`config.mk`:
```
export PLATFORM = sky130hd
export DESIGN_NAME = cfe_ctrl
export DESIGN_NICKNAME = d
export VERILOG_FILES = /design/src/rtl/cfe_pkg.sv /design/src/rtl/cfe_ctrl.sv
export VERILOG_INCLUDE_DIRS = /design/src /design/src/rtl
export SDC_FILE = /design/constraint.sdc
export NUM_CORES = 1
export LEC_CHECK = 0
export BUFFER_PORTS_ARGS = -buffer_cell sky130_fd_sc_hd__buf_2
export CAP_MARGIN = 0
export CORE_AREA = 4 4 41 43
export DETAILED_ROUTE_END_ITERATION = 16
export DIE_AREA = 0 0 45 47
export GPL_TIMING_DRIVEN = 0
export PLACE_DENSITY = 0.57
export SYNTH_ARGS = -nofsm -noshare
export SYNTH_HDL_FRONTEND = slang
export SYNTH_SLANG_ARGS = --single-unit
```
`constraint.sdc`:
```
create_clock -name clk -period 5.59 [get_ports clk]
set_clock_uncertainty 0.2 [all_clocks]
set_input_delay 0.2795 -clock clk [delete_from_list [all_inputs] [get_ports clk]]
set_output_delay 0.2795 -clock clk [all_outputs]
set_load 0.005 [all_outputs]
```
`src/rtl/celtic_fractal_escape_time_assert.svh`:
```
// Assertion macros shared by the escape-time block.
// Define ASSERT_OFF to compile every check away; no other dependencies.
`ifndef CELTIC_FRACTAL_ESCAPE_TIME_ASSERT_SVH
`define CELTIC_FRACTAL_ESCAPE_TIME_ASSERT_SVH
`ifndef ASSERT_OFF
// Same-cycle implication, disabled while reset is high
`define CFE_ASSERT_IMP(label, clk, rst, ante, cons, msg) \
  label: assert property (@(posedge clk) disable iff (rst) (ante) |-> (cons)) \
    else $error(msg);
// Next-cycle implication, disabled while reset is high
`define CFE_ASSERT_NXT(label, clk, rst, ante, cons, msg) \
  label: assert property (@(posedge clk) disable iff (rst) (ante) |=> (cons)) \
    else $error(msg);
`else
`define CFE_ASSERT_IMP(label, clk, rst, ante, cons, msg)
`define CFE_ASSERT_NXT(label, clk, rst, ante, cons, msg)
`endif
`endif

```
`src/rtl/cfe_pkg.sv`:
```
// Shared types, constants and helpers for the Celtic escape-time block.
// No dependencies; imported by the controller, datapath and top level.
`timescale 1ns / 1ps
`default_nettype none

package cfe_pkg;

  // Image geometry
  localparam int IMG_WIDTH  = 1024;
  localparam int IMG_HEIGHT = 1024;
  localparam int PIX_W      = 10;

  // Signed pixel offset wide enough for index minus half the image size
  localparam int GEO_W  = (IMG_WIDTH > IMG_HEIGHT) ? IMG_WIDTH : IMG_HEIGHT;
  localparam int DIFF_W = ((PIX_W > $clog2(GEO_W)) ? PIX_W : $clog2(GEO_W)) + 2;

  // Fixed-point format: signed Q4.28 in 32 bits
  localparam int Q_W       = 32;
  localparam int FRAC_BITS = 28;
  localparam int STEP_W    = 31;
  localparam int ITER_W    = 12;
  localparam logic signed [Q_W-1:0] Q_MAX = 32'sh7fff_ffff;
  localparam logic signed [Q_W-1:0] Q_MIN = 32'sh8000_0000;

  // Pixel mapping product and wide sum for saturation
  localparam int PROD_W = DIFF_W + Q_W;
  localparam int SAT_W  = 2 * Q_W;

  // Floored squares, their sum and the floored doubled cross product
  localparam int SQ_W    = 2 * Q_W - 1 - FRAC_BITS;
  localparam int MAG_W   = SQ_W + 1;
  localparam int CROSS_W = 2 * Q_W - (FRAC_BITS - 1);
  localparam logic [MAG_W-1:0] ESC_LIMIT = MAG_W'(4) << FRAC_BITS;

  // Configuration port
  localparam int CFG_IDX_W  = 3;
  localparam int CFG_DATA_W = 32;
  localparam logic [CFG_IDX_W-1:0] REG_STEP_RE   = 3'd0;
  localparam logic [CFG_IDX_W-1:0] REG_STEP_IM   = 3'd1;
  localparam logic [CFG_IDX_W-1:0] REG_CENTER_RE = 3'd2;
  localparam logic [CFG_IDX_W-1:0] REG_CENTER_IM = 3'd3;
  localparam logic [CFG_IDX_W-1:0] REG_MAX_ITER  = 3'd4;

  // Register reset values
  localparam logic [STEP_W-1:0]     STEP_RST   = 31'd1048576;
  localparam logic signed [Q_W-1:0] CENTER_RST = 32'sd0;
  localparam logic [ITER_W-1:0]     ITER_RST   = 12'd64;

  // Commands from the controller to the datapath
  typedef struct packed {
    logic take;      // latch the accepted pixel request
    logic map;       // form the offset-times-step products
    logic cadd;      // add the centre, saturate c, clear z and count
    logic mul;       // form squares and cross product of z
    logic step;      // write back the new z and bump the count
    logic out_load;  // move the finished result into the output register
  } cfe_cmd_t;

  // Status from the datapath to the controller
  typedef struct packed {
    logic zero_limit;  // iteration limit is zero
    logic escape;      // |z|^2 exceeds 4 for the current z
    logic last;        // this step brings the count to the limit
  } cfe_stat_t;

  // Saturate a wide signed value to Q4.28
  function automatic logic signed [Q_W-1:0] sat_q(input logic signed [SAT_W-1:0] v);
    logic hi_ones;
    logic hi_zero;
    hi_ones = &v[SAT_W-1:Q_W-1];
    hi_zero = ~|v[SAT_W-1:Q_W-1];
    if (hi_ones || hi_zero) begin
      sat_q = v[Q_W-1:0];
    end else if (v[SAT_W-1]) begin
      sat_q = Q_MIN;
    end else begin
      sat_q = Q_MAX;
    end
  endfunction

endpackage

`default_nettype wire

```
`src/rtl/cfe_ctrl.sv`:
```
// Controller state machine for the Celtic escape-time block.
// Depends on cfe_pkg and the shared assertion macros.
`timescale 1ns / 1ps
`default_nettype none
`include "celtic_fractal_escape_time_assert.svh"

module cfe_ctrl
  import cfe_pkg::*;
(
  input  wire logic      clk,
  input  wire logic      rst,
  input  wire logic      in_valid,
  output logic           in_stall,
  output logic           out_valid,
  input  wire logic      out_stall,
  input  wire cfe_stat_t stat,
  output cfe_cmd_t       cmd
);

  typedef enum logic [5:0] {
    S_IDLE = 6'b000001,
    S_MAP  = 6'b000010,
    S_CADD = 6'b000100,
    S_MUL  = 6'b001000,
    S_UPD  = 6'b010000,
    S_DONE = 6'b100000
  } state_t;

  state_t state;
  state_t state_next;
  logic   out_free;

  // Output register can take a result when empty or being drained
  assign out_free = !out_valid || !out_stall;
  assign in_stall = (state != S_IDLE);

  // Next state and commands
  always_comb begin
    state_next   = state;
    cmd          = '0;
    case (state)
      S_IDLE: begin
        if (in_valid) begin
          cmd.take   = 1'b1;
          state_next = S_MAP;
        end
      end
      S_MAP: begin
        cmd.map    = 1'b1;
        state_next = S_CADD;
      end
      S_CADD: begin
        cmd.cadd   = 1'b1;
        state_next = stat.zero_limit ? S_DONE : S_MUL;
      end
      S_MUL: begin
        cmd.mul    = 1'b1;
        state_next = S_UPD;
      end
      S_UPD: begin
        if (stat.escape) begin
          state_next = S_DONE;
        end else begin
          cmd.step   = 1'b1;
          state_next = stat.last ? S_DONE : S_MUL;
        end
      end
      S_DONE: begin
        if (out_free) begin
          cmd.out_load = 1'b1;
          state_next   = S_IDLE;
        end
      end
      default: state_next = S_IDLE;
    endcase
  end

  // State register
  always_ff @(posedge clk) begin
    if (rst) begin
      state <= S_IDLE;
    end else begin
      state <= state_next;
    end
  end

  // Output valid: set on load, drop once taken
  always_ff @(posedge clk) begin
    if (rst) begin
      out_valid <= 1'b0;
    end else if (cmd.out_load) begin
      out_valid <= 1'b1;
    end else if (!out_stall) begin
      out_valid <= 1'b0;
    end
  end

  `CFE_ASSERT_NXT(a_take_starts_map, clk, rst, state == S_IDLE && in_valid, state == S_MAP, "accepted request did not start mapping")
  `CFE_ASSERT_IMP(a_result_from_done, clk, rst, $rose(out_valid), $past(state == S_DONE), "result shown without finishing an item")
  `CFE_ASSERT_NXT(a_iterate_again, clk, rst, state == S_UPD && !stat.escape && !stat.last, state == S_MUL, "iteration loop left early")

endmodule

`default_nettype wire

```
* Word-level counts from Yosys, hierarchy flattened
Index checks and enable logic that the tools add are counted.
W data, S select, Z words.
** Storage, ports and cells
- Logic and storage cells :: 33
- Register bits :: 7
- Input port bits :: 7
- Output and inout port bits :: 8
** Operators by class
- Reductions and logical operators :: 4
- Equal/unequal tests :: 10
- Mux-type cells :: 17
** Operator list (count)
- $pmux W6 S6 :: 1
- $mux W6 :: 5
- $mux W1 :: 11
- $eq A6 B1 Y1 const B :: 1
- $eq A6 B2 Y1 const B :: 1
- $eq A6 B3 Y1 const B :: 1
- $eq A6 B4 Y1 const B :: 1
- $eq A6 B5 Y1 const B :: 1
- $eq A6 B6 Y1 const B :: 1
- $ne A6 B1 Y1 const B :: 1
- $ne A2 B2 Y1 const B :: 2
- $logic_not A1 Y1 :: 2
- $ne A2 B1 Y1 const B :: 1
- $reduce_and A2 Y1 :: 1
- $logic_or A1 B1 Y1 :: 1

* Depth between registers and ports, before layout
Gate-level depths: netlist of run 1.
- Depth after elaboration :: 5
- Mapped depth :: 4
- Mapped depth without buffers :: 3

* Worst setup path before layout of run 1
OpenSTA, ideal clock, no wires.
- Kind :: register to output
- From :: reg state[3]
- To :: out cmd[0] (netlist name)
- Path buffers :: 1
- Arrival :: 1.503 ns
- Stages on the path, launching flop included :: 5
- Setup slack :: 3.608 ns
- Required time :: 5.111 ns
- Cell sequence :: dfxtp_1 -> or4_1 -> buf_2 -> or3b_1 -> a21oi_1
** RTL lines
- from (decl) :: RTL line cfe_ctrl.sv:29 : state_t state;
- from (signal assigned) :: RTL line cfe_ctrl.sv:83 : state <= state_next;
- to (decl) :: RTL line cfe_ctrl.sv:17 : output cfe_cmd_t cmd

==> impl_results.md, run 1 <==
* Fin Hold WS at between 0.03 and 0.04 ns
* Comb power frac at 16.3%
* Hold Buf Count CTS at 0
* Clock slew at reported path FFs at 0.05 ns
* FF+latch count, synth at 7
* Cell taking the most area after synthesis: dfxtp_1
* Worst R2R Start: state[3]
* CP max-delay cell: or4_1
* GP Congestion at slightly above 0.7
* CTS tree: yes
* Cts bufs inserted at 3
* Crit-path max FO at 6
* DR WL/cell at roughly 12 um
* Core area at 1301 um2
* Via count at 432
* Sw Pwr at 0.03129 mW
* Leakage power at 0.2367 nW
* I/O Buffers at 14
* Sequential area share after synthesis at 34.36%
* Slew Viols, Final at 0
* Share of the synthesized area in the top cell type at 34.36%
* Synth Instances at 50
* Post-route ant nets at 0
* I/O pins at 15
* Clock power frac at 39.1%
* Crit-path cells: or4_1 > buf_2 > or3b_1 > a21oi_1 > buf_2
* Die width at 45 um
* Layout area overhead at 28.22%
* Async S/R FF share, synth at 0%
* Antenna violations before repair at 0
* WP data required at 5.11 ns
* Most common flop cell mapped by yosys: dfxtp_1
* Post-cts sizing count at 0
* TNS Setup at 0 ns
* Critical path type: reg -> out
* Most Frequent Cell on Critical Path: buf_2
* Synth Cell Area at 407.9 um2
* Worst Hold Class: in -> reg
* Syn Area/Cell at 8.158 um2
* Final wirelength at 999 um
* Root Driver: clkbuf_4
* Type of origin of the critical path: flip-flop
* DR pass1 iterations at 4
* Internal power at just under 0.09 mW
* Most Used Layer, Global Route: met1
* Relative slew slack at 37.02%
* CTS Buffer Depth at 2
* Clk_lat worst skew at around 0.25 ns
* Grt met3 use at around 4.6%
* DRC at 0
* # setup viols final at 0
* Main area contributors after synthesis: dfxtp_1 (34%), nor2_1 (6.4%), a21oi_1 (6.1%)
* CP arrival at approximately 1.9 ns
* Met1 Resource Use GR at 14.58%
* Setup crit start: state[3]
* Post-synthesis cell type count at 28
* Gr usage total at 10.43%
* Layout Nets at 76
* Vias per Instance at 5.205
* RSZ-0062 raised after global routing: false
* Max-cap viol count at 0
* Global-route wire length before repair at 1.593 mm
* Post-synth net total at 57
* Sequential share of power at 44.6%
* # diodes at 0
* Largest net degree at the start of global routing at 9
* Sw frac at 26.28%
* Clock Sink Count at 7
* Status: finished, final reports clean
* Min-delay src: rst
* Vias in the first global route at 375
* Syn. warnings at 0
* Peak VDD IR at around 0.000087 V
* Tmin final at 2.415 ns
* Worst setup EP type: output pin
* Global Route met2 Usage at between 10% and 20%
* Fraction of layout cells with a size suffix above 1 at 30.88%
* FP Rows at 13
* Die Area at 2115 um2
* Post-synth EDFFs at 0
* Final Hold Viols at 0
* Fmax at 414.1 MHz
* CTS H-tree depth at 1
* Post-synth top cells: dfxtp_1 (7), nor2_1 (7), a21oi_1 (5)
* Post-route clock period utilization at 43.19%
* Worst Tran Pin Value at 0.9315 ns
* Initial DRC Count at 9
* Final HPWL DP at 798.2 um
* GRT overflow at 0
* Die H at 47 um
* Power per cell area at 227.6 nW/um2
* # Post-CTS Setup Buffers at 0
* FILL cells at 153
* Starting Density at 31.35%
* Crit-path max cell delay at 0.53 ns
[stage by stage]
step / setup slack (ns) / instance area (um2) / cells / util [%] / power, mW
3_5_place_dp: 3.447 / 496.7 / 79 / 38.17 / 0.07357
2_1_floorplan: 3.608 / 407.9 / 50 / - / 0.06581
5_1_grt: 3.056 / 523.0 / 83 / 40.19 / 0.1258
4_1_cts: 3.170 / 523.0 / 83 / 40.19 / 0.1201
3_3_place_gp: 3.438 / 496.7 / 79 / 38.17 / 0.07320
6_report: 3.175 / 523.0 / 83 / 40.19 / 0.1191
[path summary, 6_finish.rpt]
| path | end | slack (ns) | depth (start not counted) |
|---|---|---|---|
| hold / removal | out_valid | 0.04 | 2 |
| setup reg to reg | state[3] | 3.69 | 4 |
| setup / recovery | cmd[0] | 3.18 | 5 |
| hold reg to reg | out_valid | 0.29 | 2 |
[power by group through the flow]
stage               Clock, mW  Combinational, mW  Sequential (mW)
floorplan                   0             0.0122           0.0537
global placement            0             0.0192           0.0540
detailed placement          0             0.0195           0.0541
CTS                    0.0475             0.0195           0.0531
global route           0.0510             0.0215           0.0533
finish                 0.0466             0.0194           0.0531
[per-layer routing]
layer	part of all wire, %	routed length (um)
met5	0	0
met4	0	0
met3	9.3	93
met2	41	412
met1	49	492
[cell families after synthesis]
| family | Yosys count | share of synthesized area, % |
|---|---|---|
| AND/OR/NAND/NOR | 30 | 43.87 |
| AO/OA/AOI/OAI | 10 | 17.49 |
| flip-flops | 7 | 34.35 |
| buffers and inverters | 2 | 2.145 |
| XOR/XNOR | 1 | 2.148 |
[final cells by class]
cell class              count  area [um2]  share of cell area [%]
inverters                   1       3.754                  0.7177
repair buffers             14       70.07                   13.40
flip-flops and latches      7       140.1                   26.79
plain buffers               1       5.005                  0.9569
multi-input cells          41       259.0                   49.52
well taps                  15       18.77                   3.589
clock buffers               4       26.28                   5.024
[registers in the layout, indices dropped and copies added (netlist names)]
name and cells:
state 6, out_valid 1
[cell usage in the layout, fill, tap and decap left out]
| cell | count |
|---|---|
| or3_1 | 2 |
| a21oi_1 | 5 |
| nor3b_1 | 1 |
| a211oi_2 | 1 |
| nand4b_1 | 1 |
| nand2_1 | 3 |
| a22oi_1 | 1 |
| and4b_1 | 1 |
| a21o_1 | 1 |
| buf_2 | 15 |
| nor2b_1 | 2 |
| and4b_2 | 1 |
| nand4_1 | 1 |
| nand2b_1 | 1 |
| nor2_1 | 7 |
| inv_1 | 1 |
| or4_1 | 1 |
| and2b_2 | 1 |
| nor4b_1 | 1 |
| o31a_1 | 1 |
| clkbuf_4 | 3 |
| dfxtp_1 | 7 |
| or3b_1 | 1 |
| xor2_1 | 1 |
| nand3_1 | 1 |
| nor4_1 | 1 |
| nor3_1 | 3 |
| a221o_1 | 1 |
| and3_1 | 1 |
| clkbuf_1 | 1 |
[critical path: cells and delay by family (launching register included)]
family | cells | cell delay (ns)
AND/OR/NAND/NOR | 2 | 0.92
AO/OA/AOI/OAI | 1 | 0.11
flip-flops | 1 | 0.36
buffers and inverters | 2 | 0.29
No activity file was read; power rests on OpenSTA's default activity.
==> inputs of run 2 (changes only) <==
- PLACE_DENSITY: 0.57 -> 0.59
- clock period: 5.59 -> 2.05 ns (I/O delays scaled with it)
==> impl_results.md, run 2 (synthesized netlist as in run 1, its figures left out) <==
* Internal power at 0.2479 mW
* Leakage power at 0.2893 nW
* Max reg flops at 6
* Fmax at 483.4 MHz
* Vias in the first global route at 464
* Sequential share of power at 43.0%
* Core area at 1301 um2
* WP data required at 1.75 ns
* Starting Density at 31.35%
* Die H at 47 um
* Crit-path max FO at 3
* Worst setup EP type: output pin
* Peak VDD IR at 0.0003791 V
* Largest regs: state (6), out_valid (1)
* Worst Tran Pin Value at 0.4920 ns
* Clk_lat worst skew at 0.25 ns
* Largest net degree at the start of global routing at 9
* Most frequent cells in the layout: buf_2 (14), nor2_1 (7), dlygate4sd3_1 (5), buf_4 (5)
* I/O Buffers at 14
* Placed cells at just under 80
* CTS H-tree depth at 1
* CP arrival at 1.77 ns
* Vias per Instance at 5.207
* Largest Register: state
* # diodes at 0
* Sw Pwr at 0.08565 mW
* Comb power frac at 19.7%
* Total power at 0.3335 mW
* Fin Hold WS at 0.05270 ns
* Clock Sink Count at 7
* FP Rows at 13
* DR pass1 iterations at 4
* Root Driver: clkbuf_4
* Type of origin of the critical path: flip-flop
* Final WS setup at -0.01851 ns
* Die width at about 45 um
* Fin cells at a little over 90
* Clock slew at reported path FFs at 0.05 ns
* # setup viols final at 1
* GP Congestion at 0.6962
* FILL cells at 140
* Via count at 479
* Critical path type: reg -> out
* Post-route clock period utilization at 100.9%
* Status: finished, violations left
* Metal2 WL at between 600 and 700 um
* Relative slew slack at 67.12%
* Sw frac at 25.68%
* Initial DRC Count at 3
* I/O pins at 15
* CTS tree: yes
* Layout area overhead at 54.60%
* Power per cell area at 528.9 nW/um2
* Gr usage total at 13.47%
* RSZ-0062 raised after global routing: true
* Most common cell after layout, fill and taps aside: buf_2
* DRC at 0
* Final HPWL DP at roughly 730 um
* Highest metal used: met4
* Slew Viols, Final at 0
* Fraction of layout cells with a size suffix above 1 at around two fifths
* Post-route ant nets at 0
* Final wirelength at 1.195 mm
* DR WL/cell at 12.99 um
* Final Hold Viols at 0
* GRT overflow at 0
* CTS Buffer Depth at 2
* Failing checks: negative setup slack
* Die Area at 2115 um2
* Clock power frac at about 37%
* Antenna violations before repair at 0
* Tmin final at 2.069 ns
* Cts bufs inserted at 3
* Wl on met1 at 494 um
* Worst Hold Class: in -> reg
* Global-route wire length before repair at between 1.5 and 2 mm
* Layout Nets at between 80 and 90
* Max-cap viol count at 0
* Met3 wire len at approximately 70 um
==> run 2: cell types whose count changed in the layout (fill, tap and decap cells not counted), moves of 2 or more <==
cell and change:
buf_4 +5, dlygate4sd3_1 +5, dfxtp_1 -3, dfxtp_4 +2
==> run 2: power by group through the flow <==
stage          combinational [mW]  sequential, mW  clock [mW]
5_1_grt                    0.0741           0.144       0.141
4_1_cts                    0.0686           0.143       0.130
2_1_floorplan              0.0331           0.146           0
3_5_place_dp               0.0526           0.147           0
6_report                   0.0658           0.143       0.124
3_3_place_gp               0.0526           0.147           0
==> run 2: metrics by stage <==
step / worst slack [ns] / TNS, ns / utilization (%) / cell area (um2)
finish: -0.01851 / -0.01851 / 48.46 / 630.6
global route: -0.09834 / -0.09834 / 48.46 / 630.6
CTS: -0.09087 / -0.09105 / 47.21 / 614.3
detailed placement: 0.09904 / 0 / 38.17 / 496.7
global placement: 0.09637 / 0 / 38.17 / 496.7
floorplan: 0.2446 / 0 / - / 407.9
==> run 2: final cells by class <==
class	instances	area [um2]	share of cell area, %
inverter	1	3.754	0.5952
clock buffer	4	26.28	4.167
tap	15	18.77	2.976
sequential	7	148.9	23.61
multi-input combinational	41	275.3	43.65
timing repair buffer	24	157.7	25.00
==> run 2: worst max-delay path, stage by stage, from the launching register on <==
cell and delay, ns:
dfxtp_4 0.35, or4_4 0.51, or3b_4 0.40, a21oi_2 0.13, buf_2 0.13
==> run 2: what timing repair did <==
action | 4_1_cts | 5_1_grt
hold buffers | 5 | 0
hold endpoints to repair | 4 | 0
pin swaps | 2 | 0
endpoints found under the setup margin | 2 | 5
setup buffers | 3 | 2
gates resized for setup | 8 | 3
==> run 2: per-layer routing <==
metal | track usage [%] | vias to the layer above
met5 | 0 | -
met4 | 1.754 | 0
met3 | 6.897 | 2
met2 | 22.32 | 12
li1 | - | 243
met1 | 16.06 | 222
==> run 2: final timing paths <==
kind	startpoint	to	slack, ns	depth (start not counted)
worst max-delay path	state[4]	cmd[0]	-0.02	4
worst min-delay path	in_valid	state[1]	0.05	3
worst max register to register	state[4]	state[3]	0.18	4
worst min register to register	out_valid	out_valid	0.32	2
